`src/rtl/core/hcbd_pkg.sv`:
```
// ----------------------------------------------------------------------------
// hcbd_pkg
// shared types and constants for the chunked body decoder
// ----------------------------------------------------------------------------
package hcbd_pkg;

  localparam int BODY_W   = 24;  // max_body_size and body_count width
  localparam int LINE_W   = 8;   // max_size_line width
  localparam int CFG_W    = 24;  // config write data, widest register
  localparam int CFG_IDX_W = 2;

  // config register indexes
  localparam logic [CFG_IDX_W-1:0] REG_CHUNKED_MODE  = 2'd0;
  localparam logic [CFG_IDX_W-1:0] REG_MAX_BODY_SIZE = 2'd1;
  localparam logic [CFG_IDX_W-1:0] REG_MAX_SIZE_LINE = 2'd2;

  // status codes
  localparam logic [1:0] ST_OK    = 2'd0;
  localparam logic [1:0] ST_TRUNC = 2'd1;
  localparam logic [1:0] ST_BAD   = 2'd2;
  localparam logic [1:0] ST_BIG   = 2'd3;

  // characters
  localparam logic [7:0] CH_CR  = 8'd13;
  localparam logic [7:0] CH_LF  = 8'd10;
  localparam logic [7:0] CH_EXT = 8'd59;  // ';'

  typedef struct packed {
    logic              chunked_mode;
    logic [BODY_W-1:0] max_body_size;
    logic [LINE_W-1:0] max_size_line;
  } cfg_t;

  typedef struct packed {
    logic              out_valid;
    logic [7:0]        out_byte;
    logic [1:0]        status;
    logic              complete;
    logic [BODY_W-1:0] body_count;
  } res_t;

endpackage

```
`src/rtl/core/http_chunked_body_decoder.sv`:
```
// ----------------------------------------------------------------------------
// http_chunked_body_decoder
// byte-wide decoder for plain and chunked http/1.1 request bodies
// ----------------------------------------------------------------------------
//  channel   handshake             payload
//  input     in_valid / in_ready   data_byte
//  result    res_valid / res_ready out_valid, out_byte, status, complete,
//                                  body_count
//  config    wr_en                 wr_index, wr_data
//
//  one item per cycle sustained while results are taken; each item passes
//  the input register, then the state update feeding the result register
//  the decoder state advances when an item moves from the input register
//  into the result register, so a stalled result holds the whole pipe
//  rst is synchronous, resets state and config and clears both valid flags
// ----------------------------------------------------------------------------
module http_chunked_body_decoder
  import hcbd_pkg::*;
#(
  parameter int COUNT_BITS = 24,
  parameter int SIZE_BITS  = 32
) (
  input  logic                 clk,
  input  logic                 rst,
  input  logic                 wr_en,
  input  logic [CFG_IDX_W-1:0] wr_index,
  input  logic [CFG_W-1:0]     wr_data,
  input  logic                 in_valid,
  output logic                 in_ready,
  input  logic [7:0]           data_byte,
  output logic                 res_valid,
  input  logic                 res_ready,
  output logic                 out_valid,
  output logic [7:0]           out_byte,
  output logic [1:0]           status,
  output logic                 complete,
  output logic [BODY_W-1:0]    body_count
);

  cfg_t       cfg;
  res_t       step_res;
  res_t       res_reg;
  logic       hold_valid;
  logic [7:0] hold_byte;
  logic       advance;

  // item moves on when the result slot is free or being emptied
  assign advance  = hold_valid && (!res_valid || res_ready);
  assign in_ready = !hold_valid || advance;

  hcbd_cfg u_cfg (
    .clk      (clk),
    .rst      (rst),
    .wr_en    (wr_en),
    .wr_index (wr_index),
    .wr_data  (wr_data),
    .cfg      (cfg)
  );

  hcbd_step #(
    .COUNT_BITS (COUNT_BITS),
    .SIZE_BITS  (SIZE_BITS)
  ) u_step (
    .clk       (clk),
    .rst       (rst),
    .fire      (advance),
    .data_byte (hold_byte),
    .cfg       (cfg),
    .res       (step_res)
  );

  always_ff @(posedge clk) begin
    if (rst) begin
      hold_valid <= 1'b0;
      res_valid  <= 1'b0;
    end else begin
      if (in_ready) hold_valid <= in_valid;
      if (advance) res_valid <= 1'b1;
      else if (res_ready) res_valid <= 1'b0;
    end
    if (in_valid && in_ready) hold_byte <= data_byte;
    if (advance) res_reg <= step_res;
  end

  assign out_valid  = res_reg.out_valid;
  assign out_byte   = res_reg.out_byte;
  assign status     = res_reg.status;
  assign complete   = res_reg.complete;
  assign body_count = res_reg.body_count;

endmodule

```
`src/rtl/core/hcbd_cfg.sv`:
```
// ----------------------------------------------------------------------------
// hcbd_cfg
// configuration register file, write only
// ----------------------------------------------------------------------------
module hcbd_cfg
  import hcbd_pkg::*;
(
  input  logic                 clk,
  input  logic                 rst,
  input  logic                 wr_en,
  input  logic [CFG_IDX_W-1:0] wr_index,
  input  logic [CFG_W-1:0]     wr_data,
  output cfg_t                 cfg
);

  always_ff @(posedge clk) begin
    if (rst) begin
      cfg.chunked_mode  <= 1'b0;
      cfg.max_body_size <= BODY_W'(1048576);
      cfg.max_size_line <= LINE_W'(64);
    end else if (wr_en) begin
      unique case (wr_index)
        REG_CHUNKED_MODE:  cfg.chunked_mode  <= wr_data[0];
        REG_MAX_BODY_SIZE: cfg.max_body_size <= wr_data[BODY_W-1:0];
        REG_MAX_SIZE_LINE: cfg.max_size_line <= wr_data[LINE_W-1:0];
        default: ;  // unused index
      endcase
    end
  end

endmodule

```
`src/rtl/core/hcbd_step.sv`:
```
// ----------------------------------------------------------------------------
// hcbd_step
// decoder state and the per-byte update, one item per fire
// ----------------------------------------------------------------------------
module hcbd_step
  import hcbd_pkg::*;
#(
  parameter int COUNT_BITS = 24,
  parameter int SIZE_BITS  = 32
) (
  input  logic       clk,
  input  logic       rst,
  input  logic       fire,
  input  logic [7:0] data_byte,
  input  cfg_t       cfg,
  output res_t       res
);

  localparam int MAX_CS   = (COUNT_BITS > SIZE_BITS) ? COUNT_BITS : SIZE_BITS;
  localparam int MAX_ALL  = (MAX_CS > BODY_W) ? MAX_CS : BODY_W;
  localparam int SUM_BITS = MAX_ALL + 1;

  typedef enum logic [2:0] {
    PH_HEX     = 3'd0,
    PH_EXT     = 3'd1,
    PH_HEX_CR  = 3'd2,
    PH_EXT_CR  = 3'd3,
    PH_DATA    = 3'd4,
    PH_WANT_CR = 3'd5,
    PH_WANT_LF = 3'd6,
    PH_TRAILER = 3'd7
  } phase_t;

  // bit 4 set when the byte is a hex digit
  function automatic logic [4:0] hex_digit(input logic [7:0] b);
    logic [4:0] r;
    r = 5'd0;
    if (b >= 8'd48 && b <= 8'd57)       r = {1'b1, 4'(b - 8'd48)};
    else if (b >= 8'd65 && b <= 8'd70)  r = {1'b1, 4'(b - 8'd55)};
    else if (b >= 8'd97 && b <= 8'd102) r = {1'b1, 4'(b - 8'd87)};
    return r;
  endfunction

  phase_t                phase, phase_next;
  logic [SIZE_BITS-1:0]  chunk_length, chunk_length_next;
  logic [SIZE_BITS-1:0]  data_left, data_left_next;
  logic [LINE_W-1:0]     line_length, line_length_next;
  logic [COUNT_BITS-1:0] accepted_count, accepted_count_next;
  logic [1:0]            end_match, end_match_next;
  logic                  saw_digit, saw_digit_next;
  logic [1:0]            sticky_status, sticky_status_next;
  logic                  done_flag, done_flag_next;

  logic                  closes;
  logic [4:0]            hex;
  logic [SUM_BITS-1:0]   size_sum;
  logic                  ob_valid;

  assign hex      = hex_digit(data_byte);
  assign closes   = (phase == PH_HEX_CR || phase == PH_EXT_CR) && data_byte == CH_LF;
  assign size_sum = SUM_BITS'(accepted_count) + SUM_BITS'(chunk_length);

  always_comb begin
    phase_next          = phase;
    chunk_length_next   = chunk_length;
    data_left_next      = data_left;
    line_length_next    = line_length;
    accepted_count_next = accepted_count;
    end_match_next      = end_match;
    saw_digit_next      = saw_digit;
    sticky_status_next  = sticky_status;
    done_flag_next      = done_flag;
    ob_valid            = 1'b0;

    if (sticky_status == ST_OK) begin
      if (!cfg.chunked_mode) begin
        if (SUM_BITS'(accepted_count) < SUM_BITS'(cfg.max_body_size)) begin
          ob_valid            = 1'b1;
          accepted_count_next = accepted_count + COUNT_BITS'(1);
        end else begin
          sticky_status_next = ST_TRUNC;
        end
      end else if (phase == PH_HEX || phase == PH_EXT ||
                   phase == PH_HEX_CR || phase == PH_EXT_CR) begin
        if (!closes && line_length >= cfg.max_size_line) begin
          sticky_status_next = ST_BAD;
        end else if (closes) begin
          // end of the size line
          if (!saw_digit) begin
            sticky_status_next = ST_BAD;
          end else if (chunk_length == '0) begin
            phase_next     = PH_TRAILER;
            end_match_next = 2'd2;  // line CRLF is the first half of CRLFCRLF
          end else if (size_sum > SUM_BITS'(cfg.max_body_size)) begin
            sticky_status_next = ST_BIG;
          end else begin
            data_left_next = chunk_length;
            phase_next     = PH_DATA;
          end
        end else begin
          line_length_next = line_length + LINE_W'(1);
          if (phase == PH_HEX_CR) begin
            sticky_status_next = ST_BAD;
          end else if (phase == PH_EXT || phase == PH_EXT_CR) begin
            phase_next = (data_byte == CH_CR) ? PH_EXT_CR : PH_EXT;
          end else if (data_byte == CH_CR) begin
            phase_next = PH_HEX_CR;
          end else if (data_byte == CH_EXT) begin
            if (!saw_digit) sticky_status_next = ST_BAD;
            else            phase_next = PH_EXT;
          end else if (!hex[4] || chunk_length[SIZE_BITS-1 -: 4] != 4'd0) begin
            sticky_status_next = ST_BAD;
          end else begin
            chunk_length_next = {chunk_length[SIZE_BITS-5:0], hex[3:0]};
            saw_digit_next    = 1'b1;
          end
        end
      end else begin
        unique case (phase)
          PH_DATA: begin
            ob_valid            = 1'b1;
            accepted_count_next = accepted_count + COUNT_BITS'(1);
            data_left_next      = data_left - SIZE_BITS'(1);
            if (data_left == SIZE_BITS'(1)) phase_next = PH_WANT_CR;
          end
          PH_WANT_CR: begin
            if (data_byte == CH_CR) phase_next = PH_WANT_LF;
            else                    sticky_status_next = ST_BAD;
          end
          PH_WANT_LF: begin
            if (data_byte == CH_LF) begin
              phase_next        = PH_HEX;
              chunk_length_next = '0;
              line_length_next  = '0;
              saw_digit_next    = 1'b0;
            end else begin
              sticky_status_next = ST_BAD;
            end
          end
          default: begin
            // trailer: look for CRLFCRLF only
            if (!done_flag) begin
              if (data_byte == CH_CR)
                end_match_next = (end_match == 2'd2) ? 2'd3 : 2'd1;
              else if (data_byte == CH_LF && end_match == 2'd1)
                end_match_next = 2'd2;
              else if (data_byte == CH_LF && end_match == 2'd3)
                done_flag_next = 1'b1;
              else
                end_match_next = 2'd0;
            end
          end
        endcase
      end
    end
  end

  always_comb begin
    res.out_valid  = ob_valid;
    res.out_byte   = ob_valid ? data_byte : 8'd0;
    res.status     = sticky_status_next;
    res.complete   = done_flag_next;
    res.body_count = BODY_W'(accepted_count_next);
  end

  always_ff @(posedge clk) begin
    if (rst) begin
      phase          <= PH_HEX;
      chunk_length   <= '0;
      data_left      <= '0;
      line_length    <= '0;
      accepted_count <= '0;
      end_match      <= 2'd0;
      saw_digit      <= 1'b0;
      sticky_status  <= ST_OK;
      done_flag      <= 1'b0;
    end else if (fire) begin
      phase          <= phase_next;
      chunk_length   <= chunk_length_next;
      data_left      <= data_left_next;
      line_length    <= line_length_next;
      accepted_count <= accepted_count_next;
      end_match      <= end_match_next;
      saw_digit      <= saw_digit_next;
      sticky_status  <= sticky_status_next;
      done_flag      <= done_flag_next;
    end
  end

endmodule
```
`config.mk`:
```
export PLATFORM = sky130hd
export DESIGN_NAME = http_chunked_body_decoder
export DESIGN_NICKNAME = d
export VERILOG_FILES = /design/src/rtl/core/hcbd_pkg.sv /design/src/rtl/core/http_chunked_body_decoder.sv /design/src/rtl/core/hcbd_cfg.sv /design/src/rtl/core/hcbd_step.sv
export SDC_FILE = /design/constraint.sdc
export NUM_CORES = 1
export LEC_CHECK = 0
export ABC_AREA = 0
export BUFFER_PORTS_ARGS = -buffer_cell sky130_fd_sc_hd__buf_2
export CORE_UTILIZATION = 60
export CTS_CLUSTER_DIAMETER = 50
export DETAILED_ROUTE_END_ITERATION = 8
export PLACE_DENSITY = 0.83
export SYNTH_ARGS = -nofsm -noshare
export SYNTH_HDL_FRONTEND = slang
export SYNTH_SLANG_ARGS = --single-unit
```
`constraint.sdc`:
```
create_clock -name clk -period 8.6 [get_ports clk]
set_clock_uncertainty 0.05 [all_clocks]
set_input_delay 1.72 -clock clk [delete_from_list [all_inputs] [get_ports clk]]
set_output_delay 1.72 -clock clk [all_outputs]
set_load 0.1 [all_outputs]
```
# Word-level counts from Yosys, hierarchy flattened

Cells that the tools add are included.

Add/subtract/negate cells: 7
Multiply operators: 0
Div/mod/pow operators: 0
Order comparisons: 9
Equality and inequality tests: 38
Shift operators: 0
Muxes and demuxes: 100
Bitwise logic cells: 0
Reductions and logical operators: 40

Operators with widths:

| operator                                               | number |
|---|---|
| two-way mux 32 bit                                     | 17 |
| two-way mux 24 bit                                     | 5 |
| two-way mux 2 bit                                      | 29 |
| two-way mux 3 bit                                      | 14 |
| two-way mux 8 bit                                      | 5 |
| adder 24 x 32 -> 33 bit                                | 1 |
| > comparator 33 x 24 -> 1 bit                          | 1 |
| equality test 32 x 1 -> 1 bit (second input constant)  | 1 |
| logical NOT 32 bit                                     | 1 |
| subtractor 32 x 1 -> 32 bit (second input constant)    | 1 |
| two-way mux 1 bit                                      | 25 |
| adder 24 x 1 -> 24 bit (second input constant)         | 1 |
| less-than comparator 24 bit                            | 1 |
| inequality test 2 bit (second input constant)          | 11 |
| equality test 8 x 4 -> 1 bit (second input constant)   | 2 |
| >= comparator 8 x 7 -> 1 bit (second input constant)   | 2 |
| <= comparator 8 x 7 -> 1 bit (second input constant)   | 2 |
| two-way mux 5 bit                                      | 3 |
| AND reduction 13 bit                                   | 1 |
| AND reduction 12 bit                                   | 1 |
| AND reduction 10 bit                                   | 1 |
| equality test 3 bit (second input constant)            | 3 |
| logical AND 1 bit                                      | 9 |
| inequality test 3 x 1 -> 1 bit (second input constant) | 3 |
| 29 further kinds                                       | 54 |

Flip-flop bits (word level): 184
Bits in latches: 0
Bits in writable memories: 0
Memory bits (read-only): 0
Input port bits: 39
Output and inout port bits: 38
Word-level logic and storage cells: 214
Memories kept: 0

# Longest topological paths before layout

Word-level depth: 17
Mapped depth: 23
Depth with buffers taken out: 21

# Cells and area by module

From an unflattened synthesis, not the netlist that was laid out.

Cell total of the unflattened synthesis: 1361
Area, all modules: 11750.0 um^2

By module, submodules not included:

| module                    | instances | cells an instance | area an instance (um^2) | seq. area each (um^2) |
|---|---|---|---|---|
| hcbd_step                 | 1         | 1170              | 8876.0                  | 2102.0 |
| hcbd_cfg                  | 1         | 137               | 1448.9                  | 660.6 |
| http_chunked_body_decoder | 1         | 54                | 1425.1                  | 1361.3 |

# Least setup slack after synthesis

OpenSTA, ideal clock, no wires.

Path kind: reg-to-reg
From: reg u_step.accepted_count[0]
To: reg res_reg (netlist bit status[0]) (data pin)
Arrival: 4495 ps
Slack: 3793 ps
Cell stages (with the launch flop): 21
Buffers on the path: 0
Period minus slack after synthesis: 4807 ps
Cells stage by stage: dfxtp_1 ha_1 fa_1 a211oi_1 o211ai_1 nand2_1 a32oi_1 a21o_1 a21oi_1 o21ai_0 a21oi_1 xnor2_1 ha_1 a211o_1 nor4_1 and3_2 a21oi_1 or4_4 o41ai_4 o31a_1 o31ai_1

RTL lines:

| element                | line                            | text |
|---|---|---|
| start, declared        | hcbd_step.sv:48                 | `logic [COUNT_BITS-1:0] accepted_count, accepted_count_next;` |
| start signal, assigned | hcbd_step.sv:182                | `accepted_count <= accepted_count_next;` |
| end signal, assigned   | http_chunked_body_decoder.sv:82 | `if (advance) res_reg <= step_res;` |
| end, declared          | http_chunked_body_decoder.sv:42 | `res_t res_reg;` |

# Final worst setup path

From: reg u_step.accepted_count[0]
To: reg u_step.data_left[25]

Cells in the longest elaborated chain, start to end: 4

Ends and longest elaborated chain:

| element                                | line             | text |
|---|---|---|
| adder 24 x 32 -> 33 bit                | hcbd_step.sv:61  | `assign size_sum = SUM_BITS'(accepted_count) + SUM_BITS'(chunk_length);` |
| > comparator 33 x 24 -> 1 bit          | hcbd_step.sv:94  | `end else if (size_sum > SUM_BITS'(cfg.max_body_size)) begin` |
| inequality test 2 bit (no source line) | --               |  |
| AND reduction 9 bit (no source line)   | --               |  |
| end signal, assigned                   | hcbd_step.sv:180 | `data_left <= data_left_next;` |
| end, declared                          | hcbd_step.sv:46  | `logic [SIZE_BITS-1:0] data_left, data_left_next;` |

Every way passes these cells.
A chain may end at the register's enable or synchronous reset.

==> results.yml <==
sta:
  slew_headroom: 0.319
  hold_viol: 0
  max_freq_ghz: 0.175
  layout_min_cycle_time_ns: 5.72
  final_max_slew_viol_count: 0
  rsz0062_at_grt: "no"
  setup_tns_ns: 0
  min_period_over_period: 0.665
  worstMarginPinSlew_ns: 1.02
  setup_viol: 0
die:
  num_rows: 51
  die_h_microns: 144
  start_util: 0.617
  dieArea_sq_um: 20800
  core_area_sq_um: 19700
  ios: 77
  die_w_microns: 144
clock_tree:
  cts.hold.buffers_added: 0
  cts_buffers: 17
  clock-sinks: 184
  clk_pin_slew_ns: 0.07
  cts_root_buffer: "clkbuf_16"
  postCtsResizedCells: 0
  clockBufferDepth: 2
  post-cts-setup-buffer-count: 0
  clkLatencyLatePin_ns: 0.44
  htreeDepth: 4
  cts_tree: "done"
setup_path:
  slowest_delay_ns: 0.71
  r2r-start: "u_step.accepted_count[0]"
  worstSetupStartpoint: "u_step.accepted_count[0]"
  cp_max_fo: 17
  cp_num_buf_inv: 0
  crit_slowest_cell: "and4_1"
  path_delay_family: "compound AO/OA/AOI/OAI gates"
  reg2reg_to: "u_step.data_left[25]"
  cp_cell_sequence: "ha_1 > fa_1 > a211oi_1 > o211ai_1 > nand2_1 > a32oi_1 > a21o_1 > a21oi_1 > o21ai_0 > a21oi_1 > xnor2_1 > ha_1 > a211o_1 > nor4_1 > and3_2 > a21oi_1 > nor4_1 > and4_1 > o21ai_2 > o22ai_1"
  endpoint_kind: "register"
  required_ns: 8.90
  setup.worst_path.start_class: "register"
  r2r_cells: 20
  cpMostUsedCell: "a21oi_1"
  critPathArrivalTime_ns: 6.02
  reg2reg_slack_ns: 2.88
  cp.depth: 20
  crit_type: "register to register"
  critPathCapture: "u_step.data_left[25]"
global_routing:
  grt_usage: 0.315
  antenna_found_initial: 0
  grt_max_degree: 67
  grt_overflow: 0
  grt_pass1_vias: 10100
  grt_pass1_wl_mm: 51.4
synthesis:
  netlist_instances: 1452
  yosysTopAreaCellShare: 0.231
  synth.avg_cell_area_sq_um: 8.35
  synth.area.top_cells: "dfxtp_1, edfxtp_1, ha_1"
  synth.distinct_cells: 94
  ys_warn_count: 0
  ys_ff_latch: 184
  netlist.top_cell.by_area: "dfxtp_1"
  synth-seq-area-share: 0.340
  synth-edff-count: 44
  syn_area_sq_um: 12100
  ys.flop_type: "dfxtp_1"
  synthArstFlopShare: 0
  synth.net_count: 1579
route:
  ant_nets: 0
  firstDrtPassIters: 6
  drtIter0Drc: 963
  via_per_inst: 6.31
  drc: 0
  via_count: 11000
  route.detailed.wl_per_inst_microns: 18.0
  wl_mm: 31.5
finish:
  final_common_cell: "nand2_1"
  syn2layout_area_growth_pct: 7.68
  final_cell_mix: "nand2_1, dfxtp_1, nor2_1"
  nets: 1599
  fillers: 1633
  n_antenna_cell: 0
  drive_gt1_frac: 0.120
run_status:
  outcome: "finished, final reports clean"
power:
  powerDensity_nw_per_um2: 142
  p_total_w: 0.00185
  peakVddDrop_mv: 0.134
  leakagePower_nw: 5.23
min_path:
  hp-class: "register to register"
place:
  portBuffers: 76
  hpwl_mm: 22.8
  place.gp.congestion: 0.927
flow_run:
  drv_cap: 0
[worst reg2reg max path, stage by stage, from the launching register on]
cell      delay (ns)
dfxtp_1         0.39
ha_1            0.28
fa_1            0.43
a211oi_1        0.31
o211ai_1        0.19
nand2_1         0.16
a32oi_1         0.22
a21o_1          0.24
a21oi_1         0.21
o21ai_0         0.12
a21oi_1         0.19
xnor2_1         0.15
ha_1            0.27
a211o_1         0.28
nor4_1          0.16
and3_2          0.20
a21oi_1         0.11
nor4_1          0.41
and4_1          0.71
o21ai_2         0.33
o22ai_1         0.23
[cell usage after synthesis (12+ instances only)]
| master | count |
|---|---|
| a211oi_1 | 12 |
| nand4_1 | 31 |
| o211ai_1 | 14 |
| a31o_2 | 19 |
| and3_1 | 23 |
| xnor2_1 | 40 |
| nor2_1 | 134 |
| xor2_1 | 15 |
| nor2b_1 | 33 |
| nand3_1 | 42 |
| o31ai_1 | 15 |
| clkbuf_1 | 52 |
| a31oi_1 | 26 |
| ha_1 | 87 |
| buf_2 | 18 |
| o21ai_0 | 46 |
| edfxtp_1 | 44 |
| nand2_1 | 165 |
| mux2i_1 | 31 |
| dfxtp_1 | 140 |
| inv_1 | 62 |
| a21o_1 | 20 |
| nor4_1 | 25 |
| a21oi_1 | 118 |
| nand2b_1 | 12 |
| and2_1 | 14 |
| nor3_1 | 33 |
[per-layer routing]
metal | up-vias | GRT usage | wire (microns)
met5 | - | 0 | 0
met4 | 0 | 0.128 | 820
met3 | 63 | 0.0556 | 2300
met2 | 431 | 0.513 | 14600
met1 | 5195 | 0.411 | 13900
li1 | 5357 | - | -
[logic make-up after synthesis]
family	after synthesis	synth area share
AO/OA/AOI/OAI	374	0.209
adder cells (fa/ha/maj)	88	0.0914
flip-flops	184	0.340
multiplexers	35	0.0293
XOR/XNOR	55	0.0397
buffers and inverters	147	0.0546
AND/OR/NAND/NOR	569	0.236
[final cells by class]
cell class	instances	area, sq um	area share
inverter	63	236	0.0181
tap	265	332	0.0254
clock inverter	12	118	0.00901
sequential	184	4130	0.316
clock buffer	20	437	0.0334
timing repair buffer	85	450	0.0345
multi-input combinational	1121	7360	0.564
[worst min-delay path by stage]
stage	from	endpoint	slack, ns	depth (start not counted)
after CTS	u_cfg.cfg[12]	u_cfg.cfg[12]	0.41	2
after global placement	u_cfg.cfg[24]	u_cfg.cfg[24]	0.39	2
after floorplan	u_step.data_left[7]	u_step.data_left[7]	0.38	1
after global routing	u_cfg.cfg[25]	u_cfg.cfg[25]	0.43	2
final	u_cfg.cfg[18]	u_cfg.cfg[18]	0.41	2
after detailed placement	u_cfg.cfg[12]	u_cfg.cfg[12]	0.40	2
[metrics by stage]
step | setup slack, ns | instance area (sq um) | hold slack (ns) | util | instances
3_3_place_gp | 3.11 | 12500 | 0.393 | 0.636 | 1718
3_5_place_dp | 3.05 | 12500 | 0.400 | 0.636 | 1718
2_1_floorplan | 3.79 | 12100 | 0.383 | - | 1452
6_report | 2.88 | 13100 | 0.408 | 0.664 | 1750
4_1_cts | 3.01 | 13100 | 0.410 | 0.664 | 1750
5_1_grt | 2.42 | 13100 | 0.434 | 0.664 | 1750
[power by group]
part | switching (W) | total [W] | internal (W)
Combinational | 0.000137 | 0.000180 | 0.0000427
Sequential | 0.0000107 | 0.000914 | 0.000903
Clock | 0.000355 | 0.000758 | 0.000404
[registers in the layout, indices dropped and copies added, names as in the netlist, 3 cells and up]
name,flops
u_step.line_length,8
u_step.accepted_count,24
u_step.phase,3
u_cfg.cfg,33
u_step.chunk_length,32
hold_byte,8
out_byte,8
body_count,24
u_step.data_left,32
No activity file was read; power rests on OpenSTA's default activity.
